## config.mk

```make
export PLATFORM = sky130hd
export DESIGN_NAME = sha1_hash
export DESIGN_NICKNAME = d
export VERILOG_FILES = /design/src/design/sha1_pkg.sv /design/src/design/sha1_dp.sv /design/src/design/sha1_ctrl.sv /design/src/design/sha1_hash.sv
export SDC_FILE = /design/constraint.sdc
export NUM_CORES = 2
export LEC_CHECK = 0
export BUFFER_PORTS_ARGS = -buffer_cell sky130_fd_sc_hd__buf_2
export CAP_MARGIN = 40
export CORE_MARGIN = 2
export CORE_UTILIZATION = 63
export CTS_BUF_LIST = sky130_fd_sc_hd__clkbuf_4 sky130_fd_sc_hd__clkbuf_8
export DETAILED_ROUTE_END_ITERATION = 8
export PLACE_DENSITY = 0.86
export SLEW_MARGIN = 40
export SYNTH_ARGS = -nofsm -noshare
export SYNTH_HDL_FRONTEND = slang
export SYNTH_SLANG_ARGS = --single-unit
```

## constraint.sdc

```tcl
create_clock -name clk -period 17 [get_ports clk]
set_input_delay 2.55 -clock clk [delete_from_list [all_inputs] [get_ports clk]]
set_output_delay 2.55 -clock clk [all_outputs]
set_load 0.01 [all_outputs]
```

## src/design/sha1_pkg.sv

```systemverilog
// ----------------------------------------------------------------------------
// sha1_pkg
// Shared types and constants for the SHA-1 hash block.
// ----------------------------------------------------------------------------
package sha1_pkg;

  localparam logic [7:0] PAD_BYTE = 8'h80;

  localparam logic [31:0] H_INIT [5] = '{
    32'h67452301, 32'hEFCDAB89, 32'h98BADCFE, 32'h10325476, 32'hC3D2E1F0
  };

  localparam logic [31:0] K_GRP0 = 32'h5A827999;
  localparam logic [31:0] K_GRP1 = 32'h6ED9EBA1;
  localparam logic [31:0] K_GRP2 = 32'h8F1BBCDC;
  localparam logic [31:0] K_GRP3 = 32'hCA62C1D6;

  localparam logic [6:0] LAST_ROUND = 7'd79;
  localparam logic [2:0] LAST_WORD  = 3'd4;

  typedef enum logic [2:0] {
    ST_IDLE,
    ST_PAD,
    ST_LOAD,
    ST_ROUND,
    ST_ADD,
    ST_OUT
  } state_t;

  typedef enum logic [1:0] {
    SEL_IN,
    SEL_PAD,
    SEL_ZERO,
    SEL_LEN
  } byte_sel_t;

  typedef enum logic [1:0] {
    GRP_CH,
    GRP_PAR1,
    GRP_MAJ,
    GRP_PAR2
  } round_grp_t;

  typedef struct packed {
    logic       push;       // shift one byte into the block buffer
    byte_sel_t  byte_sel;
    logic [2:0] len_idx;    // byte of the length field, 0 = most significant
    logic       count_len;  // add 8 to the bit count
    logic       load;       // working vars <= chain words
    logic       round;      // one compression round
    round_grp_t grp;
    logic       add;        // chain words += working vars
    logic       rearm;      // back to initial chain and zero length
    logic [2:0] widx;       // digest word on the output
  } dp_cmd_t;

endpackage

```

## src/design/sha1_dp.sv

```systemverilog
// ----------------------------------------------------------------------------
// sha1_dp
// Datapath: byte buffer / schedule shift line, round logic, chain words.
// ----------------------------------------------------------------------------
module sha1_dp
  import sha1_pkg::*;
#(
  parameter int LENGTH_BITS = 64
) (
  input  logic        clk,
  input  logic        rst_n,
  input  dp_cmd_t     cmd,
  input  logic [7:0]  in_byte,
  output logic [31:0] digest_word
);

  // Block buffer doubles as the schedule window: byte 0 lands in the top
  // bits, and during rounds the window shifts up a word per round.
  logic [511:0] buf_r, buf_nxt;
  logic [31:0]  a_r, b_r, c_r, d_r, e_r;
  logic [31:0]  h_r [5];
  logic [LENGTH_BITS-1:0] len_r;

  logic [63:0] len64;
  logic [7:0]  byte_in;
  logic [31:0] w0, w2, w8, w13, wx, wnew;
  logic [31:0] f, k, t;

  assign len64 = 64'(len_r);

  always_comb begin
    unique case (cmd.byte_sel)
      SEL_IN:   byte_in = in_byte;
      SEL_PAD:  byte_in = PAD_BYTE;
      SEL_ZERO: byte_in = 8'h00;
      SEL_LEN:  byte_in = len64[{~cmd.len_idx, 3'b000} +: 8];
      default:  byte_in = 8'h00;
    endcase
  end

  assign w0   = buf_r[511:480];
  assign w2   = buf_r[447:416];
  assign w8   = buf_r[255:224];
  assign w13  = buf_r[95:64];
  assign wx   = w13 ^ w8 ^ w2 ^ w0;
  assign wnew = {wx[30:0], wx[31]};

  always_comb begin
    unique case (cmd.grp)
      GRP_CH: begin
        f = (b_r & c_r) | (~b_r & d_r);
        k = K_GRP0;
      end
      GRP_PAR1: begin
        f = b_r ^ c_r ^ d_r;
        k = K_GRP1;
      end
      GRP_MAJ: begin
        f = (b_r & c_r) | (b_r & d_r) | (c_r & d_r);
        k = K_GRP2;
      end
      GRP_PAR2: begin
        f = b_r ^ c_r ^ d_r;
        k = K_GRP3;
      end
      default: begin
        f = 32'h0;
        k = 32'h0;
      end
    endcase
  end

  assign t = {a_r[26:0], a_r[31:27]} + f + e_r + w0 + k;

  always_comb begin
    buf_nxt = buf_r;
    if (cmd.push) begin
      buf_nxt = {buf_r[503:0], byte_in};
    end else if (cmd.round) begin
      buf_nxt = {buf_r[479:0], wnew};
    end
  end

  always_ff @(posedge clk) begin
    buf_r <= buf_nxt;
    if (cmd.load) begin
      a_r <= h_r[0];
      b_r <= h_r[1];
      c_r <= h_r[2];
      d_r <= h_r[3];
      e_r <= h_r[4];
    end else if (cmd.round) begin
      a_r <= t;
      b_r <= a_r;
      c_r <= {b_r[1:0], b_r[31:2]};
      d_r <= c_r;
      e_r <= d_r;
    end
  end

  always_ff @(posedge clk) begin
    if (!rst_n || cmd.rearm) begin
      for (int i = 0; i < 5; i++) h_r[i] <= H_INIT[i];
      len_r <= '0;
    end else begin
      if (cmd.add) begin
        h_r[0] <= h_r[0] + a_r;
        h_r[1] <= h_r[1] + b_r;
        h_r[2] <= h_r[2] + c_r;
        h_r[3] <= h_r[3] + d_r;
        h_r[4] <= h_r[4] + e_r;
      end
      if (cmd.count_len) len_r <= len_r + LENGTH_BITS'(8);
    end
  end

  always_comb begin
    unique case (cmd.widx)
      3'd0:    digest_word = h_r[0];
      3'd1:    digest_word = h_r[1];
      3'd2:    digest_word = h_r[2];
      3'd3:    digest_word = h_r[3];
      default: digest_word = h_r[4];
    endcase
  end

endmodule

```

## src/design/sha1_ctrl.sv

```systemverilog
// ----------------------------------------------------------------------------
// sha1_ctrl
// Controller: byte fill, padding sequence, round count, digest readout.
// ----------------------------------------------------------------------------
module sha1_ctrl
  import sha1_pkg::*;
(
  input  logic    clk,
  input  logic    rst_n,
  input  logic    in_tvalid,
  output logic    in_tready,
  input  logic    in_has_byte,
  input  logic    in_end,
  output logic    out_tvalid,
  input  logic    out_tready,
  output logic    out_last,
  output dp_cmd_t cmd
);

  state_t     state_r, state_nxt;
  logic [5:0] fill_r, fill_nxt;
  logic [6:0] round_r, round_nxt;
  logic [2:0] widx_r, widx_nxt;
  logic       fin_r, fin_nxt;         // padding phase of a message
  logic       pad_first_r, pad_first_nxt;
  logic       len_ok_r, len_ok_nxt;   // length field goes in this block

  always_ff @(posedge clk) begin
    if (!rst_n) begin
      state_r     <= ST_IDLE;
      fill_r      <= '0;
      round_r     <= '0;
      widx_r      <= '0;
      fin_r       <= 1'b0;
      pad_first_r <= 1'b0;
      len_ok_r    <= 1'b0;
    end else begin
      state_r     <= state_nxt;
      fill_r      <= fill_nxt;
      round_r     <= round_nxt;
      widx_r      <= widx_nxt;
      fin_r       <= fin_nxt;
      pad_first_r <= pad_first_nxt;
      len_ok_r    <= len_ok_nxt;
    end
  end

  always_comb begin
    state_nxt     = state_r;
    fill_nxt      = fill_r;
    round_nxt     = round_r;
    widx_nxt      = widx_r;
    fin_nxt       = fin_r;
    pad_first_nxt = pad_first_r;
    len_ok_nxt    = len_ok_r;
    in_tready     = 1'b0;
    out_tvalid    = 1'b0;
    out_last      = (widx_r == LAST_WORD);

    cmd           = '0;
    cmd.byte_sel  = SEL_IN;
    cmd.len_idx   = fill_r[2:0];
    cmd.widx      = widx_r;
    if (round_r < 7'd20)      cmd.grp = GRP_CH;
    else if (round_r < 7'd40) cmd.grp = GRP_PAR1;
    else if (round_r < 7'd60) cmd.grp = GRP_MAJ;
    else                      cmd.grp = GRP_PAR2;

    unique case (state_r)
      ST_IDLE: begin
        in_tready = 1'b1;
        if (in_tvalid) begin
          if (in_has_byte) begin
            cmd.push      = 1'b1;
            cmd.count_len = 1'b1;
            fill_nxt      = fill_r + 6'd1;
          end
          if (in_end) begin
            fin_nxt       = 1'b1;
            pad_first_nxt = 1'b1;
          end
          if (in_has_byte && fill_r == 6'd63) begin
            state_nxt = ST_LOAD;
          end else if (in_end) begin
            state_nxt = ST_PAD;
          end
        end
      end
      ST_PAD: begin
        cmd.push = 1'b1;
        if (pad_first_r) begin
          cmd.byte_sel  = SEL_PAD;
          pad_first_nxt = 1'b0;
          len_ok_nxt    = (fill_r < 6'd56);
        end else if (len_ok_r && fill_r >= 6'd56) begin
          cmd.byte_sel = SEL_LEN;
        end else begin
          cmd.byte_sel = SEL_ZERO;
        end
        fill_nxt = fill_r + 6'd1;
        if (fill_r == 6'd63) state_nxt = ST_LOAD;
      end
      ST_LOAD: begin
        cmd.load  = 1'b1;
        round_nxt = '0;
        state_nxt = ST_ROUND;
      end
      ST_ROUND: begin
        cmd.round = 1'b1;
        round_nxt = round_r + 7'd1;
        if (round_r == LAST_ROUND) state_nxt = ST_ADD;
      end
      ST_ADD: begin
        cmd.add = 1'b1;
        if (!fin_r) begin
          state_nxt = ST_IDLE;
        end else if (pad_first_r) begin
          // message ended exactly on a block boundary
          state_nxt = ST_PAD;
        end else if (len_ok_r) begin
          state_nxt = ST_OUT;
        end else begin
          len_ok_nxt = 1'b1;
          state_nxt  = ST_PAD;
        end
      end
      ST_OUT: begin
        out_tvalid = 1'b1;
        if (out_tready) begin
          if (widx_r == LAST_WORD) begin
            cmd.rearm     = 1'b1;
            widx_nxt      = '0;
            fin_nxt       = 1'b0;
            pad_first_nxt = 1'b0;
            len_ok_nxt    = 1'b0;
            state_nxt     = ST_IDLE;
          end else begin
            widx_nxt = widx_r + 3'd1;
          end
        end
      end
      default: state_nxt = ST_IDLE;
    endcase
  end

  // compressions always start on an empty buffer
  a_fill_round: assert property (@(posedge clk) disable iff (!rst_n)
    (state_r == ST_ROUND) |-> (fill_r == 6'd0))
    else $error("fill count nonzero during rounds");

  a_round_end: assert property (@(posedge clk) disable iff (!rst_n)
    (state_r == ST_ROUND && round_r == LAST_ROUND) |=> (state_r == ST_ADD))
    else $error("round sequence did not end in chain add");

  a_rearm: assert property (@(posedge clk) disable iff (!rst_n)
    (out_tvalid && out_tready && out_last) |=> (state_r == ST_IDLE && widx_r == 3'd0))
    else $error("block did not re-arm after digest");

  a_widx: assert property (@(posedge clk) disable iff (!rst_n)
    widx_r <= LAST_WORD)
    else $error("digest word index out of range");

  a_out_only: assert property (@(posedge clk) disable iff (!rst_n)
    out_tvalid |-> (fin_r && len_ok_r && !pad_first_r))
    else $error("digest shown before final block");

endmodule

```

## src/design/sha1_hash.sv

```systemverilog
// ----------------------------------------------------------------------------
// sha1_hash
// SHA-1 digest of a byte stream, five digest words per message.
// ----------------------------------------------------------------------------
// A message byte is taken while in_tready is high. When the 64th byte of a
// block arrives the block is compressed (load, 80 rounds at one round per
// cycle through a single round unit, chain add), during which in_tready is
// low. On tlast the padding bytes are shifted in one per cycle up to the end
// of one or two final blocks, each followed by a compression, and the digest
// then comes out as five transfers, H0 first. No new input is taken until the
// fifth digest word has been transferred.
module sha1_hash
  import sha1_pkg::*;
#(
  parameter int LENGTH_BITS = 64
) (
  input  logic        clk,
  input  logic        rst_n,
  input  logic        in_tvalid,
  output logic        in_tready,
  input  logic [7:0]  in_tdata,   // [7:0] data_byte
  input  logic        in_tuser,   // [0] has_byte
  input  logic        in_tlast,   // end_of_message
  output logic        out_tvalid,
  input  logic        out_tready,
  output logic [31:0] out_tdata,  // [31:0] digest_word
  output logic [2:0]  out_tuser,  // [2:0] word_index
  output logic        out_tlast   // last_word
);

  dp_cmd_t cmd;

  sha1_ctrl u_ctrl (
    .clk         (clk),
    .rst_n       (rst_n),
    .in_tvalid   (in_tvalid),
    .in_tready   (in_tready),
    .in_has_byte (in_tuser),
    .in_end      (in_tlast),
    .out_tvalid  (out_tvalid),
    .out_tready  (out_tready),
    .out_last    (out_tlast),
    .cmd         (cmd)
  );

  sha1_dp #(
    .LENGTH_BITS (LENGTH_BITS)
  ) u_dp (
    .clk         (clk),
    .rst_n       (rst_n),
    .cmd         (cmd),
    .in_byte     (in_tdata),
    .digest_word (out_tdata)
  );

  assign out_tuser = cmd.widx;

endmodule

```

# Word-level counts from Yosys, hierarchy flattened
# Memory sizes are Yosys's and may differ from the RTL's.
# Index checks and enable logic that the tools add are counted.
# word_totals
in_bits	14
mem_count	1
elab_cells	173
ram_bits	160
output_inout_bits	38
reg_bits	758
# classes
reduce_logical	22
mux	70
shifts	1
n_bitwise	19
n_eq_ne	28
n_lt_le_gt_ge	5
add_sub_neg	13
# memory_table
memory	depth	word_bits	rd	rd_ports_with_merged_regs	write_ports	line	text
u_dp.h_r	5	32	5	0	5	sha1_dp.sv:21	logic [31:0] h_r [5];
# ops
op	count
two-way mux 512 bit	2
two-way mux 32 bit	15
adder 32 bit	9
case mux 32 bit (4 select lines)	2
XOR 32 bit	5
AND 32 bit	4
OR 32 bit	3
case mux 32 bit (3 select lines)	1
adder 64 x 4 -> 64 bit (second input constant)	1
indexed part select 64 x 7 -> 8 bit	1
two-way mux 3 bit	11
inverter 32 bit	1
case mux 8 bit (4 select lines)	1
two-way mux 1 bit	25
case mux 3 bit (6 select lines)	1
< comparator 7 x 6 -> 1 bit (second input constant)	2
case mux 7 bit (2 select lines)	1
== test 3 x 2 -> 1 bit (second input constant)	4
two-way mux 6 bit	2
!= test 2 bit (second input constant)	6
case mux 6 bit (2 select lines)	1
AND reduction 6 bit	2
AND reduction 5 bit	2
nonzero test 2 bit	5
other kinds (28)	51

# Logic depth before layout (Yosys ltp)
# depth
depth_word	13
mapped_depth	30
mapped_depth_nobuf	25

# Cells and area by module
# From an unflattened synthesis, not the netlist that was laid out.
# unflattened
cells_unflattened	4280
area_unflattened_um2	53158.5
# modules_own_cells
module	n_inst	cells_per_inst	seq_area_each_um2	area_per_inst_um2
sha1_dp	1	4114	26205.1	51814.7
sha1_ctrl	1	166	440.4	1343.8

# Least setup slack after synthesis
# OpenSTA, ideal clock, no wires.
# synth_path
kind	input port to flip-flop
from	input port in_tvalid
to	register u_dp.buf_r[0] (enable)
path_stages	6
arrival_time_ps	11910
slack_ps	1464
n_path_buf	3
t_required_ps	13373
cell_sequence	a21oi_1 nand2b_1 clkbuf_1 clkbuf_1 clkbuf_1 nand2_1
# synth_between
elab_chain_cells	3
# synth_lines
element	line	text
start, declared	sha1_hash.sv:19	input logic in_tvalid,
two-way mux 1 bit	sha1_ctrl.sv:72	if (in_tvalid) begin
case mux 1 bit (2 select lines)	sha1_ctrl.sv:69	unique case (state_r)
nonzero test 2 bit (no source line)	n/a	
end signal, assigned	sha1_dp.sv:85	buf_r <= buf_nxt;
end, declared	sha1_dp.sv:19	logic [511:0] buf_r, buf_nxt;
# No other way between the ends.
# A chain may end at the register's enable or synchronous reset.

# Worst setup path in the final report
# layout_path
from	register u_ctrl.round_r[3]
to	register u_dp.a_r[30] (data pin)
# layout_between
elab_chain_cells	13
elab_cells_between_ends	19
classes_between	4 x add/sub; 3 x order compare; 3 x eq/ne; 7 x mux; 2 x reduce/logical
# layout_lines
element	line	text
start, declared	sha1_ctrl.sv:22	logic [6:0] round_r, round_nxt;
start signal, assigned	sha1_ctrl.sv:40	round_r <= round_nxt;
< comparator 7 x 6 -> 1 bit	sha1_ctrl.sv:66	else if (round_r < 7'd60) cmd.grp = GRP_MAJ;
two-way mux 1 bit	sha1_ctrl.sv:66	
two-way mux 2 bit	sha1_ctrl.sv:65	else if (round_r < 7'd40) cmd.grp = GRP_PAR1;
two-way mux 2 bit *	sha1_ctrl.sv:64	if (round_r < 7'd20) cmd.grp = GRP_CH;
== test 2 x 1 -> 1 bit / == test 2 bit (equally long branches)	sha1_dp.sv:49	unique case (cmd.grp)
OR reduction 2 bit (no source line)	n/a	
case mux 32 bit (3 select lines)	sha1_dp.sv:49	
adder 32 bit (3 in a row)	sha1_dp.sv:73	assign t = {a_r[26:0], a_r[31:27]} + f + e_r + w0 + k;
adder 32 bit *	sha1_dp.sv:73	
two-way mux 32 bit *	sha1_dp.sv:92	end else if (cmd.round) begin
two-way mux 32 bit *	sha1_dp.sv:86	if (cmd.load) begin
end signal, assigned	sha1_dp.sv:87	a_r <= h_r[0];
end signal, assigned	sha1_dp.sv:93	a_r <= t;
end, declared	sha1_dp.sv:20	logic [31:0] a_r, b_r, c_r, d_r, e_r;
# Mark *: on every way between the ends. The rest lies on a longest branch, timed or not. The select of a mux whose other input is x is not followed.

==> results_tabular.tex <==
\begin{tabular}{lr}
\hline
Metric & Value \\
\hline
\multicolumn{2}{l}{\textbf{Setup path}} \\
\quad Crit path DAT & slightly above 8 ns \\
\quad CP max stage delay & $\sim$0.74 ns \\
\quad Register-to-Register Path Depth & 24 \\
\quad Kind of end point of the critical path & flip-flop \\
\quad Critical path's slowest cell & sky130\_fd\_sc\_hd\_\_o21ai\_0 \\
\quad Endpoint of the lowest-slack register-to-register path & u\_dp.a\_r[30] \\
\quad FF-to-FF setup slack & around 9.4 ns \\
\quad Critical-path cell list & nor2\_1 > o21ai\_0 > a211o\_1 > buf\_4 > inv\_1 > ha\_1 > buf\_4 > inv\_2 > a211oi\_1 > nor2\_1 > fa\_1 > fa\_1 > inv\_1 > fa\_1 > inv\_1 > ha\_1 > a211oi\_1 > o21ai\_0 > a41oi\_1 > o22ai\_1 > o21ai\_0 > o31ai\_1 > a41oi\_1 > o211ai\_1 \\
\quad Worst reg2reg startpoint & u\_ctrl.round\_r[3] \\
\quad Worst Setup EP & u\_dp.a\_r[30] \\
\quad Critical-path maximum fanout & 38 \\
\quad Data required time at the worst endpoint & around 18 ns \\
\quad Startpoint types & flip-flop \\
\quad Crit Path Category & flip-flop to flip-flop \\
\quad Worst setup path start & u\_ctrl.round\_r[3] \\
\quad CP top delay family & compound AO/OA/AOI/OAI gates \\
\quad Count of buffering cells on the critical path with inverters included & 6 \\
\quad Instance count on the critical path & 24 \\
\multicolumn{2}{l}{\textbf{Detailed routing}} \\
\quad Number of design rule violations left after detail routing & 0 \\
\quad Number of DRC markers in iteration 0 & about 5200 \\
\quad Number of vias in the routed layout & between 40000 and 50000 \\
\quad Remaining number of nets flagged by the antenna check after routing & 0 \\
\quad First-pass detailed-route iteration total & 6 \\
\quad Routed via count divided by cell count & approximately 6.1 \\
\quad Routed wirelength normalized by instance count & about 21 um \\
\quad Drt total wl & 139000 um \\
\multicolumn{2}{l}{\textbf{Power}} \\
\quad Share of total power consumed by net switching & between 30\% and 40\% \\
\quad Max rail drop VDD & 0.138 mV \\
\quad Switching power total & $\sim$3.4 mW \\
\quad Total power draw & just under 9 mW \\
\quad Sequential Power Share & a little over two fifths \\
\quad Static power due to leakage & roughly 24 nW \\
\quad Fraction of power consumed by combinational cells & between 30\% and 40\% \\
\quad Cell Pwr Density & 156 nW/um\^{}2 \\
\quad Power share of the clock group & approximately 22\% \\
\quad Internal power component & 5.58 mW \\
\multicolumn{2}{l}{\textbf{STA}} \\
\quad Hold Violations, Final & 0 \\
\quad Worst rel slew slack & about two fifths \\
\quad Post-route clock period utilization & 44.7\% \\
\quad Achievable frequency & roughly 130 MHz \\
\quad Setup clock skew after layout & roughly 0.047 ns \\
\quad Final slew viol count & 0 \\
\quad Tightest Pin Transition & 0.896 ns \\
\quad Number of failing setup endpoints in the final timing report & 0 \\
\quad Fin Setup TNS & 0 ns \\
\quad RSZ-0062 raised after global routing & no \\
\quad Time the final worst path needs with I/O delays and setup & 7.59 ns \\
\multicolumn{2}{l}{\textbf{Cells and area}} \\
\quad Layout cells sized above 1 & a little under 7\% \\
\quad Reg area & approximately 27000 sq um \\
\quad Commonest non-fill, non-tap cells in the layout & sky130\_fd\_sc\_hd\_\_nand2\_1, sky130\_fd\_sc\_hd\_\_edfxtp\_1, sky130\_fd\_sc\_hd\_\_nor2\_1 \\
\quad Leading cell type in the layout, fill and taps excluded & sky130\_fd\_sc\_hd\_\_nand2\_1 \\
\quad Finished layout cell area & roughly 57000 sq um \\
\quad Filler cells & between 6000 and 7000 \\
\quad Multi-input combinational cell area & 24600 sq um \\
\quad Area growth from synthesis to layout & 8.06\% \\
\quad Final Net Count & approximately 5900 \\
\multicolumn{2}{l}{\textbf{Clock tree}} \\
\quad Sinks on Clock Net & roughly 900 \\
\quad Number of buffers created by CTS & approximately 150 \\
\quad Post CTS Setup Buffer Count & 0 \\
\quad Clock-pin slew on the worst setup and hold paths & around 0.060 ns \\
\quad Cell at the root of the clock tree & sky130\_fd\_sc\_hd\_\_clkbuf\_8 \\
\quad Resize count post-CTS & 0 \\
\quad H-Tree Depth & 4 \\
\quad Clock Latency Late Sink & 0.85 ns \\
\quad Clock Tree Buf Depth & 3 \\
\quad Post-cts hold buffer count & 0 \\
\quad TritonCTS clock tree & done \\
\multicolumn{2}{l}{\textbf{Global routing}} \\
\quad Remaining global-route overflow & 0 \\
\quad Initial antenna violation count & 3 \\
\quad Global-route wire length before repair & around 220000 um \\
\quad Via count of the first global-routing pass & around 39000 \\
\quad Overall fraction of global-route tracks in use & approximately a third \\
\quad Pin count of the biggest net entering global routing & approximately 230 \\
\multicolumn{2}{l}{\textbf{Die}} \\
\quad Die Wd & a little under 300 um \\
\quad Effective utilization at floorplan & between 60\% and 70\% \\
\quad Boundary Pins & 52 \\
\quad Height of the die & approximately 290 um \\
\quad DIE AREA & about 86000 sq um \\
\quad Core Region & around 83000 sq um \\
\quad Placement Rows & $\sim$110 \\
\multicolumn{2}{l}{\textbf{Job}} \\
\quad Max-capacitance violation count & 0 \\
\multicolumn{2}{l}{\textbf{Yosys}} \\
\quad Yosys warning count & 0 \\
\quad \#FFs+latches synth & around 920 \\
\quad Library cells used by synthesis & 79 \\
\quad Sequential element share of the synthesized area & between 50\% and 60\% \\
\quad Flip-flop cell with the highest count after synthesis & sky130\_fd\_sc\_hd\_\_edfxtp\_1 \\
\quad Top post-synthesis cells by area & sky130\_fd\_sc\_hd\_\_edfxtp\_1, sky130\_fd\_sc\_hd\_\_nand2\_1, sky130\_fd\_sc\_hd\_\_ha\_1 \\
\quad Leading area contributor after synthesis & sky130\_fd\_sc\_hd\_\_edfxtp\_1 \\
\quad Mapped cell area & 53000 sq um \\
\quad Syn Nets & 5884 \\
\quad Mean cell area of the mapped netlist & between 9 and 10 sq um \\
\quad EDFF count, synth & about 830 \\
\quad Share of the synthesized area in the top cell type & about 47\% \\
\quad Number of standard cells after synthesis & 5510 \\
\quad Fraction of registers with async set/reset & 0\% \\
\multicolumn{2}{l}{\textbf{Placed design}} \\
\quad Instance area after placement & 54200 sq um \\
\quad Number of buffer cells added on primary ports & between 50 and 60 \\
\quad Estimated wirelength of the detail-placed design & 96200 um \\
\quad Final Wtd Congestion & 1.02 \\
\multicolumn{2}{l}{\textbf{Hold path}} \\
\quad Tightest Hold Check Type & flip-flop to flip-flop \\
\multicolumn{2}{l}{\textbf{Outcome}} \\
\quad Status & complete, no violations \\
\hline
\end{tabular}
==> power by group through the flow <==
stage / clock network [mW] / logic, mW / registers [mW]
after floorplan: 0 / 2.35 / 3.91
after global placement: 0 / 2.96 / 3.83
after detailed placement: 0 / 3.09 / 3.85
after CTS: 1.97 / 3.13 / 3.82
after global routing: 2.06 / 3.54 / 3.89
final: 1.96 / 3.16 / 3.83
==> tightest hold or removal path, stage by stage (launching register included) <==
cell	delay [ns]
sky130_fd_sc_hd__dfxtp_1	0.33
sky130_fd_sc_hd__nand2_1	0.06
sky130_fd_sc_hd__a21boi_0	0.06
==> kinds of logic after synthesis <==
logic type,Yosys count,synth area share (%)
AO/OA/AOI/OAI,826,10.3
XOR/XNOR,307,5.07
adder cells (fa/ha/maj),360,10.3
buffers and inverters,486,3.47
flip-flops,915,50.3
multiplexers,25,0.781
AND/OR/NAND/NOR,2591,19.9
==> worst min path at each step <==
| stage | start | end | depth (start not counted) |
|---|---|---|---|
| floorplan | u_ctrl.round_r[1] | u_ctrl.round_r[1] | 2 |
| global placement | u_ctrl.round_r[1] | u_ctrl.round_r[1] | 2 |
| detailed placement | u_ctrl.round_r[1] | u_ctrl.round_r[1] | 2 |
| CTS | u_ctrl.round_r[1] | u_ctrl.round_r[1] | 2 |
| global route | u_dp.len64[45] | u_dp.len64[45] | 2 |
| finish | u_ctrl.round_r[1] | u_ctrl.round_r[1] | 2 |
==> state kept, by name, indices dropped and copies added, names as in the netlist <==
signal	cells
u_dp.buf_r	512
u_dp.h_r	160
u_dp.len64	61
u_dp.a_r	32
u_dp.b_r	32
u_dp.c_r	32
u_dp.d_r	32
u_dp.e_r	32
u_ctrl.round_r	7
u_ctrl.fill_r	6
u_ctrl.state_r	3
u_ctrl.widx_r	3
u_ctrl.fin_r	1
u_ctrl.len_ok_r	1
u_ctrl.pad_first_r	1
==> cell usage after synthesis (all sizes together) (5+ instances only) <==
cell and number:
nor2b 45, or3 16, o31a 7, o21bai 14
ha 235, nand2 1969, inv 250, buf 12
and4 6, mux4 13, fa 125, nand3 92
a2111oi 5, o31ai 23, a311oi 5, nor4 9
xnor2 188, o21ai 209, xor2 119, a211oi 51
and2 29, a21o 80, a21oi 170, nor3b 5
a41oi 7, edfxtp 832, o21a 58, a21boi 9
mux2i 11, or2 8, a22oi 70, nand2b 33
a211o 6, o211ai 13, nor3 56, a221o 16
and3 33, a31oi 22, nand4 30, o22ai 8
a221oi 26, dfxtp 83, nor2 249, clkbuf 223
==> layout make-up <==
cell class | count | area share [%]
Inverter | 251 | 1.65
Clock buffer | 210 | 4.51
Multi-Input combinational cell | 4109 | 43.0
Sequential cell | 915 | 46.5
Antenna cell | 3 | 0.0131
Timing Repair Buffer | 89 | 1.25
Clock inverter | 58 | 0.699
Tap cell | 1080 | 2.36
==> routing by layer <==
metal	global-route usage, %	wire [um]	part of all wire, %	vias to the layer above
met5	0	0	0	-
met4	15.9	7180	5.2	0
met3	6.19	13900	10	416
met2	49.8	63600	46	2208
met1	43.2	54000	39	19600
li1	-	-	-	18900
==> stage by stage <==
step | setup slack, ns | utilization (%) | cells | hold WS (ns)
5_1_grt | 9.15 | 68.6 | 6714 | 0.545
2_1_floorplan | 1.46 | - | 5510 | 0.458
3_3_place_gp | 9.40 | 64.8 | 6438 | 0.473
6_report | 9.41 | 68.7 | 6715 | 0.501
4_1_cts | 9.62 | 68.6 | 6709 | 0.496
3_5_place_dp | 9.69 | 65.0 | 6441 | 0.488
Note: power is estimated with default switching activity, not from simulation.
